File: config.mk
export PLATFORM = sky130hd
export DESIGN_NAME = pci_config_access_router_flat
export DESIGN_NICKNAME = d
export VERILOG_FILES = /design/src/rtl/core/pcar_pkg.sv /design/src/rtl/core/pcar_if.sv /design/src/rtl/core/pcar_cfg_regs.sv /design/src/rtl/core/pcar_map_store.sv /design/src/rtl/core/pcar_route.sv /design/src/rtl/core/pci_config_access_router.sv /design/src/flat_wrapper.sv
export SDC_FILE = /design/constraint.sdc
export NUM_CORES = 1
export LEC_CHECK = 0
export BUFFER_PORTS_ARGS = -buffer_cell sky130_fd_sc_hd__buf_2
export CORE_AREA = 2 2 373 227
export CTS_BUF_LIST = sky130_fd_sc_hd__clkbuf_4 sky130_fd_sc_hd__clkbuf_8
export DETAILED_ROUTE_END_ITERATION = 8
export DIE_AREA = 0 0 375 229
export HOLD_SLACK_MARGIN = 0.06
export PLACE_DENSITY_LB_ADDON = 0.08
export SLEW_MARGIN = 10
export SYNTH_ARGS = -nofsm -noshare
export SYNTH_HDL_FRONTEND = slang
export SYNTH_SLANG_ARGS = --single-unit
File: constraint.sdc
create_clock -name clk -period 11.6 [get_ports clk]
set_clock_uncertainty 0.15 [all_clocks]
set_input_delay 0.58 -clock clk [delete_from_list [all_inputs] [get_ports clk]]
set_output_delay 0.58 -clock clk [all_outputs]
set_load 0.03 [all_outputs]
File: src/rtl/core/pcar_pkg.sv
`timescale 1ns / 1ps
`default_nettype none

package pcar_pkg;

    // Width of the configuration register index
    localparam int CFG_INDEX_W = 8;

    // Access kinds
    localparam logic OP_READ  = 1'b0;
    localparam logic OP_WRITE = 1'b1;

    // Enable bit of the 0xCF8 address word
    localparam logic CF8_ENABLE = 1'b1;

    // Configuration register indexes
    typedef enum logic [CFG_INDEX_W-1:0] {
        CFG_WINDOW_ENABLE = 8'd0,
        CFG_WINDOW_BASE   = 8'd1,
        CFG_FIRST_BUS     = 8'd2,
        CFG_LAST_BUS      = 8'd3
    } cfg_index_t;

    // Route taken by an access
    typedef enum logic [1:0] {
        PATH_WINDOW = 2'd0,
        PATH_PORT   = 2'd1,
        PATH_NONE   = 2'd2
    } path_t;

    // Configuration register set
    typedef struct packed {
        logic        window_enable;
        logic [63:0] window_base;
        logic [7:0]  first_bus;
        logic [7:0]  bus_limit;
    } cfg_t;

    // One configuration access
    typedef struct packed {
        logic        opcode;
        logic [7:0]  bus_number;
        logic [4:0]  slot_number;
        logic [2:0]  function_number;
        logic [15:0] register_offset;
        logic        map_available;
    } req_t;

    // One routing result
    typedef struct packed {
        path_t       path;
        logic [63:0] window_address;
        logic [31:0] port_address;
        logic        map_request;
        logic [63:0] map_base;
        logic        all_ones_read;
    } rsp_t;

    // Lookup of the per-bus mapped store
    typedef struct packed {
        logic in_store;
        logic mapped;
    } map_status_t;

endpackage

`default_nettype wire

File: src/rtl/core/pcar_if.sv
`timescale 1ns / 1ps
`default_nettype none

// Access word channel
interface pcar_req_if;
    logic        valid;
    logic        ready;
    logic        opcode;
    logic [7:0]  bus_number;
    logic [4:0]  slot_number;
    logic [2:0]  function_number;
    logic [15:0] register_offset;
    logic        map_available;

    modport source (
        output valid, opcode, bus_number, slot_number, function_number,
               register_offset, map_available,
        input  ready
    );
    modport sink (
        input  valid, opcode, bus_number, slot_number, function_number,
               register_offset, map_available,
        output ready
    );
endinterface

// Result word channel
interface pcar_rsp_if;
    logic        valid;
    logic        ready;
    logic [1:0]  path;
    logic [63:0] window_address;
    logic [31:0] port_address;
    logic        map_request;
    logic [63:0] map_base;
    logic        all_ones_read;

    modport source (
        output valid, path, window_address, port_address, map_request,
               map_base, all_ones_read,
        input  ready
    );
    modport sink (
        input  valid, path, window_address, port_address, map_request,
               map_base, all_ones_read,
        output ready
    );
endinterface

// Configuration write channel
interface pcar_cfg_if;
    logic        valid;
    logic        ready;
    logic [7:0]  index;
    logic [63:0] data;

    modport source (
        output valid, index, data,
        input  ready
    );
    modport sink (
        input  valid, index, data,
        output ready
    );
endinterface

`default_nettype wire

File: src/rtl/core/pcar_cfg_regs.sv
`timescale 1ns / 1ps
`default_nettype none

module pcar_cfg_regs
    import pcar_pkg::*;
(
    input  wire logic   clk,
    input  wire logic   rst_n,
    pcar_cfg_if.sink    cfg,
    output cfg_t        regs,
    output logic        clear_map
);

    cfg_t cfg_reg;
    cfg_t cfg_next;
    logic wr_en;

    // Writes are always taken
    assign cfg.ready = 1'b1;
    assign wr_en     = cfg.valid && cfg.ready;
    assign clear_map = wr_en;
    assign regs      = cfg_reg;

    // Register decode; unknown indexes leave the set untouched
    always_comb
    begin
        cfg_next = cfg_reg;
        if (wr_en)
        begin
            case (cfg_index_t'(cfg.index))
                CFG_WINDOW_ENABLE: cfg_next.window_enable = cfg.data[0];
                CFG_WINDOW_BASE:   cfg_next.window_base   = cfg.data;
                CFG_FIRST_BUS:     cfg_next.first_bus     = cfg.data[7:0];
                CFG_LAST_BUS:      cfg_next.bus_limit     = cfg.data[7:0];
                default:           cfg_next = cfg_reg;
            endcase
        end
    end

    always_ff @(posedge clk or negedge rst_n)
    begin
        if (!rst_n)
        begin
            cfg_reg <= '0;
        end
        else
        begin
            cfg_reg <= cfg_next;
        end
    end

endmodule

`default_nettype wire

File: src/rtl/core/pcar_map_store.sv
`timescale 1ns / 1ps
`default_nettype none

module pcar_map_store
    import pcar_pkg::*;
#(
    parameter int BUS_COUNT = 256
)
(
    input  wire logic       clk,
    input  wire logic       rst_n,
    input  wire logic       clear,
    input  wire logic [7:0] bus,
    input  wire logic       set,
    output map_status_t     status
);

    localparam int IDX_W = (BUS_COUNT > 1) ? $clog2(BUS_COUNT) : 1;

    logic [BUS_COUNT-1:0] mapped_reg;
    logic [BUS_COUNT-1:0] mapped_next;
    logic [IDX_W-1:0]     bus_idx;
    logic                 in_store;

    // Bus lookup; buses past the store read as not covered
    assign in_store        = ({1'b0, bus} < 9'(BUS_COUNT));
    assign bus_idx         = bus[IDX_W-1:0];
    assign status.in_store = in_store;
    assign status.mapped   = in_store && mapped_reg[bus_idx];

    // Mark on first mapping, wipe on any register write
    always_comb
    begin
        mapped_next = mapped_reg;
        if (clear)
        begin
            mapped_next = '0;
        end
        else if (set && in_store)
        begin
            mapped_next[bus_idx] = 1'b1;
        end
    end

    always_ff @(posedge clk or negedge rst_n)
    begin
        if (!rst_n)
        begin
            mapped_reg <= '0;
        end
        else
        begin
            mapped_reg <= mapped_next;
        end
    end

endmodule

`default_nettype wire

File: src/rtl/core/pcar_route.sv
`timescale 1ns / 1ps
`default_nettype none

module pcar_route
    import pcar_pkg::*;
(
    input  cfg_t        regs,
    input  req_t        item,
    input  map_status_t status,
    output rsp_t        result,
    output logic        set_mapped
);

    logic        window_hit;
    logic        window_ok;
    logic        port_ok;
    logic [7:0]  bus_delta;
    logic [63:0] bus_window;
    logic [63:0] win_addr;

    // Window eligibility: enabled, bus in range, offset within 4 KiB
    assign window_hit = regs.window_enable
                     && (item.bus_number >= regs.first_bus)
                     && (item.bus_number <= regs.bus_limit)
                     && (item.register_offset[15:12] == 4'd0)
                     && status.in_store;

    assign window_ok  = window_hit && (status.mapped || item.map_available);
    assign set_mapped = window_hit && !status.mapped && item.map_available;
    assign port_ok    = (item.register_offset[15:8] == 8'd0);

    // Window addresses: bus at bit 20, slot 15, function 12, dword offset
    assign bus_delta  = item.bus_number - regs.first_bus;
    assign bus_window = regs.window_base + {36'd0, bus_delta, 20'd0};
    assign win_addr   = regs.window_base + {36'd0, bus_delta, item.slot_number,
                                            item.function_number,
                                            item.register_offset[11:2], 2'b00};

    // Result word
    always_comb
    begin
        result = '0;
        if (window_ok)
        begin
            result.path           = PATH_WINDOW;
            result.window_address = win_addr;
            result.map_request    = set_mapped;
            result.map_base       = set_mapped ? bus_window : 64'd0;
        end
        else if (port_ok)
        begin
            result.path         = PATH_PORT;
            result.port_address = {CF8_ENABLE, 7'd0, item.bus_number,
                                   item.slot_number, item.function_number,
                                   item.register_offset[7:2], 2'b00};
        end
        else
        begin
            result.path          = PATH_NONE;
            result.all_ones_read = (item.opcode == OP_READ);
        end
    end

endmodule

`default_nettype wire

File: src/rtl/core/pci_config_access_router.sv
`timescale 1ns / 1ps
`default_nettype none

// Routes PCI configuration accesses to the memory-mapped (ECAM-style) window
// or to the 0xCF8 port address, or reports no path with an all-ones read.
// One access word is taken per clock while the result register is free or
// being taken; each result passes through the input register, then route
// logic into the result register, and a full result register that is not
// taken holds back one further word in the input register. The per-bus mapped bitmap is read and updated in the
// route stage, so back-to-back accesses to the same bus see each other's
// mapping. Register writes clear the bitmap and must be issued while idle.
module pci_config_access_router
    import pcar_pkg::*;
#(
    parameter int BUS_COUNT = 256
)
(
    input  wire logic   clk,
    input  wire logic   rst_n,
    pcar_req_if.sink    req,
    pcar_rsp_if.source  rsp,
    pcar_cfg_if.sink    cfg
);

    cfg_t        regs;
    logic        clear_map;
    map_status_t status;
    rsp_t        route_result;
    logic        route_set;

    logic        s1_valid_reg;
    logic        s1_valid_next;
    req_t        s1_item_reg;
    logic        out_valid_reg;
    logic        out_valid_next;
    rsp_t        out_item_reg;
    logic        advance;
    logic        req_fire;

    // Configuration registers
    pcar_cfg_regs u_cfg_regs (
        .clk       (clk),
        .rst_n     (rst_n),
        .cfg       (cfg),
        .regs      (regs),
        .clear_map (clear_map)
    );

    // Per-bus mapped bitmap
    pcar_map_store #(
        .BUS_COUNT (BUS_COUNT)
    ) u_map_store (
        .clk    (clk),
        .rst_n  (rst_n),
        .clear  (clear_map),
        .bus    (s1_item_reg.bus_number),
        .set    (route_set && advance && s1_valid_reg),
        .status (status)
    );

    // Route decision
    pcar_route u_route (
        .regs       (regs),
        .item       (s1_item_reg),
        .status     (status),
        .result     (route_result),
        .set_mapped (route_set)
    );

    // Pipeline flow control
    assign advance   = !out_valid_reg || rsp.ready;
    assign req.ready = !s1_valid_reg || advance;
    assign req_fire  = req.valid && req.ready;

    always_comb
    begin
        s1_valid_next = s1_valid_reg;
        if (req_fire)
        begin
            s1_valid_next = 1'b1;
        end
        else if (advance)
        begin
            s1_valid_next = 1'b0;
        end
        out_valid_next = advance ? s1_valid_reg : out_valid_reg;
    end

    // Control registers
    always_ff @(posedge clk or negedge rst_n)
    begin
        if (!rst_n)
        begin
            s1_valid_reg  <= 1'b0;
            out_valid_reg <= 1'b0;
        end
        else
        begin
            s1_valid_reg  <= s1_valid_next;
            out_valid_reg <= out_valid_next;
        end
    end

    // Payload registers
    always_ff @(posedge clk)
    begin
        if (req_fire)
        begin
            s1_item_reg.opcode          <= req.opcode;
            s1_item_reg.bus_number      <= req.bus_number;
            s1_item_reg.slot_number     <= req.slot_number;
            s1_item_reg.function_number <= req.function_number;
            s1_item_reg.register_offset <= req.register_offset;
            s1_item_reg.map_available   <= req.map_available;
        end
        if (advance && s1_valid_reg)
        begin
            out_item_reg <= route_result;
        end
    end

    // Result word
    assign rsp.valid          = out_valid_reg;
    assign rsp.path           = out_item_reg.path;
    assign rsp.window_address = out_item_reg.window_address;
    assign rsp.port_address   = out_item_reg.port_address;
    assign rsp.map_request    = out_item_reg.map_request;
    assign rsp.map_base       = out_item_reg.map_base;
    assign rsp.all_ones_read  = out_item_reg.all_ones_read;

endmodule

`default_nettype wire

File: src/flat_wrapper.sv
// flat-port wrapper written by rule: the top's interface ports become plain ports
module pci_config_access_router_flat import pcar_pkg::*;
#(
    parameter int BUS_COUNT = 256
)
  (clk, rst_n, req_valid, req_opcode, req_bus_number, req_slot_number, req_function_number, req_register_offset, req_map_available, req_ready, rsp_valid, rsp_path, rsp_window_address, rsp_port_address, rsp_map_request, rsp_map_base, rsp_all_ones_read, rsp_ready, cfg_valid, cfg_index, cfg_data, cfg_ready);
  pcar_req_if req_i ();
  pcar_rsp_if rsp_i ();
  pcar_cfg_if cfg_i ();
  input  wire logic clk;
  input  wire logic rst_n;
  input wire logic [$bits(req_i.valid)-1:0] req_valid;
  input wire logic [$bits(req_i.opcode)-1:0] req_opcode;
  input wire logic [$bits(req_i.bus_number)-1:0] req_bus_number;
  input wire logic [$bits(req_i.slot_number)-1:0] req_slot_number;
  input wire logic [$bits(req_i.function_number)-1:0] req_function_number;
  input wire logic [$bits(req_i.register_offset)-1:0] req_register_offset;
  input wire logic [$bits(req_i.map_available)-1:0] req_map_available;
  output wire logic [$bits(req_i.ready)-1:0] req_ready;
  output wire logic [$bits(rsp_i.valid)-1:0] rsp_valid;
  output wire logic [$bits(rsp_i.path)-1:0] rsp_path;
  output wire logic [$bits(rsp_i.window_address)-1:0] rsp_window_address;
  output wire logic [$bits(rsp_i.port_address)-1:0] rsp_port_address;
  output wire logic [$bits(rsp_i.map_request)-1:0] rsp_map_request;
  output wire logic [$bits(rsp_i.map_base)-1:0] rsp_map_base;
  output wire logic [$bits(rsp_i.all_ones_read)-1:0] rsp_all_ones_read;
  input wire logic [$bits(rsp_i.ready)-1:0] rsp_ready;
  input wire logic [$bits(cfg_i.valid)-1:0] cfg_valid;
  input wire logic [$bits(cfg_i.index)-1:0] cfg_index;
  input wire logic [$bits(cfg_i.data)-1:0] cfg_data;
  output wire logic [$bits(cfg_i.ready)-1:0] cfg_ready;
  assign req_i.valid = req_valid;
  assign req_i.opcode = req_opcode;
  assign req_i.bus_number = req_bus_number;
  assign req_i.slot_number = req_slot_number;
  assign req_i.function_number = req_function_number;
  assign req_i.register_offset = req_register_offset;
  assign req_i.map_available = req_map_available;
  assign req_ready = req_i.ready;
  assign rsp_valid = rsp_i.valid;
  assign rsp_path = rsp_i.path;
  assign rsp_window_address = rsp_i.window_address;
  assign rsp_port_address = rsp_i.port_address;
  assign rsp_map_request = rsp_i.map_request;
  assign rsp_map_base = rsp_i.map_base;
  assign rsp_all_ones_read = rsp_i.all_ones_read;
  assign rsp_i.ready = rsp_ready;
  assign cfg_i.valid = cfg_valid;
  assign cfg_i.index = cfg_index;
  assign cfg_i.data = cfg_data;
  assign cfg_ready = cfg_i.ready;
  pci_config_access_router #(.BUS_COUNT(BUS_COUNT)) u_core (.clk(clk), .rst_n(rst_n), .req(req_i), .rsp(rsp_i), .cfg(cfg_i));
endmodule
After elaboration in Yosys (flattened, before gate mapping)
Cells that the tools add are included.
{ "totals": {"reg_bits": 537, "output_inout_bits": 167, "elab_cells": 72, "input_bits": 111} }
{ "classes": {"bitwise_logic": 3, "muxes": 10, "n_reduce_logical": 29, "addsub": 3, "order_cmp": 4, "n_eq_ne": 3} }
{ "op_table": {"columns": ["cell", "n"], "rows": [
  ["two-way mux 256 bit", 2],
  ["bitwise OR 256 bit", 1],
  ["adder 64 x 28 -> 64 bit", 2],
  ["two-way mux 32 bit", 1],
  ["equality test 8 x 2 -> 1 bit, second input constant", 2],
  ["logical NOT 8 bit", 2],
  ["logical AND 1 bit", 11],
  ["AND reduction 2 bit", 5],
  ["less-than comparator 8 x 9 -> 1 bit, second input constant", 1],
  ["binary-select mux 1 bit (select 8 bit)", 1],
  ["demux 1 bit (select 8 bit)", 1],
  ["equality test 8 x 1 -> 1 bit, second input constant", 1],
  [">= comparator 8 x 1 -> 1 bit, second input constant", 1],
  [">= comparator 8 bit", 1],
  ["<= comparator 8 bit", 1],
  ["subtractor 8 bit", 1],
  ["logical NOT 4 bit", 1],
  ["two-way mux 1 bit", 4],
  ["nonzero test 2 bit", 2],
  ["OR reduction 2 bit", 2],
  ["logical NOT 1 bit", 3],
  ["logical OR 1 bit", 3],
  ["two-way mux 2 bit", 1],
  ["NOT 1 bit", 2]
]} }

Longest topological paths before layout
{ "logic_depth": {"word_depth": 10, "mapped_depth": 22, "ltp_nobuf": 18} }

Hierarchy
A second synthesis with hierarchy kept.
{ "unflattened": {"hier_cells": 2144, "area_unflattened_um2": 24971.4} }
{ "modules_own_cells": {"columns": ["module", "instances", "seq_area_each_um2", "cells_each", "area_each_um2"], "rows": [
  ["pcar_map_store", 1, 6406.1, 1032, 11079.4],
  ["pci_config_access_router", 1, 5995.8, 207, 6055.8],
  ["pcar_route", 1, 0.0, 726, 4518.1],
  ["pcar_cfg_regs", 1, 2026.9, 179, 3318.2]
]} }

Worst setup path before layout
No wires, ideal clock.
{ "synth_timing": {"path_type": "input-to-reg", "from": "input rsp_ready", "to": "register u_core.u_map_store.mapped_reg[219]", "arrival_time_ns": 5.083, "cell_stages": 8, "n_path_buf": 2, "setup_slack_ns": 6.283, "setup_time_ns": 0.084, "cell_sequence": "nand2b_1 -> nand2_1 -> inv_1 -> and3_1 -> clkbuf_1 -> clkbuf_1 -> nand4_1 -> o22ai_1"} }
{ "synth_via": {"elab_chain_cells": 4} }
{ "synth_rtl": {"columns": ["item", "line", "text"], "rows": [
  ["start: declaration", "flat_wrapper.sv:27", "input wire logic [$bits(rsp_i.ready)-1:0] rsp_ready;"],
  ["logical OR 1 bit", "pci_config_access_router.sv:71", "assign advance = !out_valid_reg || rsp.ready;"],
  ["logical AND 1 bit (2 in series)", "pci_config_access_router.sv:57", ".set (route_set && advance && s1_valid_reg),"],
  ["nonzero test 2 bit (no source line)", null, null],
  ["end signal: assignment", "pcar_map_store.sv:53", "mapped_reg <= mapped_next;"],
  ["end: declaration", "pcar_map_store.sv:20", "logic [BUS_COUNT-1:0] mapped_reg;"]
]} }
No other way between the ends.
A chain may end at the register's enable or synchronous reset.

Worst setup path in the final report
{ "layout_timing": {"from": "register u_core.s1_item_reg[26] in the netlist's numbering", "to": "register u_core.u_map_store.mapped_reg[146]"} }
{ "layout_via": {"elab_chain_cells": 9} }
{ "layout_rtl": {"columns": ["item", "line", "text"], "rows": [
  ["start: declaration", "pci_config_access_router.sv:33", "req_t s1_item_reg;"],
  ["branches (longest 9 deep; another with less-than comparator 8 x 9 -> 1 bit)", null, null]
]} }
Several ways; the timed one is not identified. The select of a mux whose other input is x is not followed.

==> reports/results.tsv <==
metric	value	unit
status	completed	
wirelength	82900	µm
yosysSeqAreaShare	57.2	%
ys_warn_count	0	
grt_pass1_vias	18611	
drive_gt1_share	24.6	%
yosys.area.top_type	dfrtp_1	
startpoint_type	flop	
p_switching	1.14	mW
core_area	0.0826	mm²
wl_per_cell	22.6	µm
htree_levels	3	
cts_resized	0	
critPathKind	reg2reg	
drt-pass1-iter-count	6	
swShare	26.7	%
clk_pin_slew	0.06	ns
finalSetupViolCount	0	
num_rows	82	
cp.arrival	6.67	ns
period_needed	6.21	ns
grtUsageTotal	19.3	%
synth_edf_count	186	
worst_ir_drop_vdd	0.0000656	V
hold-worst-slack	0.271	ns
leakage	12.6	nW
whs_path_depth	2	
max_freq	161	MHz
finalCritPeriodShare	53.6	%
syn_inst	2139	
rr_endpoint	u_core.u_map_store.mapped_reg[146]$_DFFE_PN0P_	
dpl.hpwl	54000	µm
slew_violations	0	
dieHeight	229	µm
min_path_type	in2reg	
portBuffers	265	
rr_startpoint	u_core.s1_item_reg[26]$_DFFE_PP_	
worst_setup_path_end_kind	flop	
relSlewSlack	22.9	%
crit_fanout	36	
r2r_slack	5.39	ns
antenna_found_initial	4	
seqPwrFrac	47.4	%
avgViaCountPerCell	5.04	
cts.sinks	525	
io_pins	278	
power.internal	3.13	mW
overflow	0	
avgSynthCellArea	11.5	µm²
synthFlopType	dfrtp_1	
worstPathRequired	12.05	ns
nets	2647	
drc	0	
finalPower	4.27	mW
grt_pass1_wl	123000	µm
synthArstFlopShare	64.6	%
clock_tree.buffer_depth	3	
drtIter0Drc	1443	
start_util	29.8	%
tightest_slew	1.16	ns
synth_top_area_share	34.5	%
ys_ff_latch	525	
place.gp.congestion	0.840	
synth_area	0.0246	mm²
final_cell_mix	339 x dfrtp_1, 318 x nor2_1, 263 x buf_2	
p_comb_share	9.9	%
cts_buffers	88	
placed_area	0.0270	mm²
dieArea	0.0859	mm²
stdcell_area	0.0299	mm²
cts_setup_buffers	0	
p_clk_share	42.7	%
largest_reg_flops	256	
cts_tree	yes	
min-delay-start	cfg_valid	
cap_violations	0	
dp_cells	3391	
powerDensity	143	mW/mm²
clock_latency	0.74	ns
final_common_cell	dfrtp_1	
grt_start_max_net_pins	167	
hold_violations	0	
ff2ff_path_depth	12	
holdPathEnd	u_core.u_map_store.mapped_reg[247]$_DFFE_PN0P_	
vias	18459	
ant_nets	0	
synth_area_leaders	dfrtp_1 35%, edfxtp_1 23%, mux4_2 6.1%	
cts_root_buffer	clkbuf_8	
die_w	375	µm
fin_tns_setup	0	ns
ctsHoldBuffers	102	
area_delta_synth_final	21.7	%
layout.cells.non_filler	3660	
rsz0062_at_grt	false	
synth.distinct_cells	57	
startpoint	u_core.s1_item_reg[26]$_DFFE_PP_	
-- through the flow --
stage / utilization, % / setup WS (ns)
final: 36.2 / 5.39
after global routing: 36.2 / 5.00
after CTS: 36.2 / 5.46
after detailed placement: 32.6 / 5.49
after global placement: 32.6 / 5.49
after floorplan: - / 6.28
-- cell type report --
cell class	instances	area (µm²)
multi-input cells	1363	9460
repair buffers	407	2680
flip-flops and latches	525	14100
inverters	106	403
well taps	1092	1370
clock inverters	18	145
fillers	8258	52700
clock buffers	145	1780
diodes	4	10.0
-- critical path, stage by stage (launching register included) --
cell and delay [ns]:
edfxtp_1 0.76, buf_4 0.61, buf_4 0.60, ha_1 0.35
nor2b_1 0.14, o211ai_1 0.15, a21oi_1 0.08, nor4bb_1 0.72
and2_1 0.30, o2111ai_4 0.12, inv_1 0.85, nand3_1 0.86
o22ai_1 0.34
-- cell usage after synthesis (all sizes together) (26+ instances only) --
library cell	instances
buf	44
and2	28
clkbuf	109
nand2	62
nand3	31
a21oi	255
mux4	67
nor3	38
a22oi	28
nor2	318
o21ai	37
nand4	26
ha	42
xnor2	62
dfrtp	339
xor2	31
inv	105
edfxtp	186
mux2	81
and3	40
o22ai	61
-- logic make-up after synthesis --
family / after synthesis / share of synthesized area [%]
AOI/OAI and AO/OA: 447 / 10.5
xor gates and xnor gates: 93 / 3.31
adders and majority gates: 45 / 2.38
buffers and inverters: 259 / 4.44
DFF: 525 / 57.2
muxes: 148 / 9.85
other: 2 / 0.0305
and+or+nand+nor: 620 / 12.3
-- how the worst max path moves through the flow --
| stage | end | slack, ns |
|---|---|---|
| final | u_core.u_map_store.mapped_reg[146]$_DFFE_PN0P_ | 5.39 |
| after detailed placement | u_core.u_map_store.mapped_reg[159]$_DFFE_PN0P_ | 5.49 |
| after floorplan | u_core.u_map_store.mapped_reg[219]$_DFFE_PN0P_ | 6.28 |
| after CTS | u_core.u_map_store.mapped_reg[159]$_DFFE_PN0P_ | 5.46 |
| after global routing | u_core.u_map_store.mapped_reg[159]$_DFFE_PN0P_ | 5.00 |
| after global placement | u_core.u_map_store.mapped_reg[158]$_DFFE_PN0P_ | 5.49 |
-- per-layer routing --
metal  GRT usage (%)  share of wire [%]  vias to the layer above
met5               0                  0                        -
met4            4.71                1.9                        0
met3            4.10                5.8                      118
met2            26.6                 41                      558
met1            30.3                 51                     9459
li1                -                  -                     8324
-- power groups by stage --
| stage | combinational (mW) | clock, mW | sequential (mW) |
|---|---|---|---|
| after floorplan | 0.182 | 0 | 2.11 |
| after global placement | 0.399 | 0 | 2.06 |
| after detailed placement | 0.399 | 0 | 2.06 |
| after CTS | 0.429 | 1.88 | 2.02 |
| after global routing | 0.459 | 1.96 | 2.03 |
| final | 0.424 | 1.82 | 2.02 |
Power figures use the tool's default switching activity.
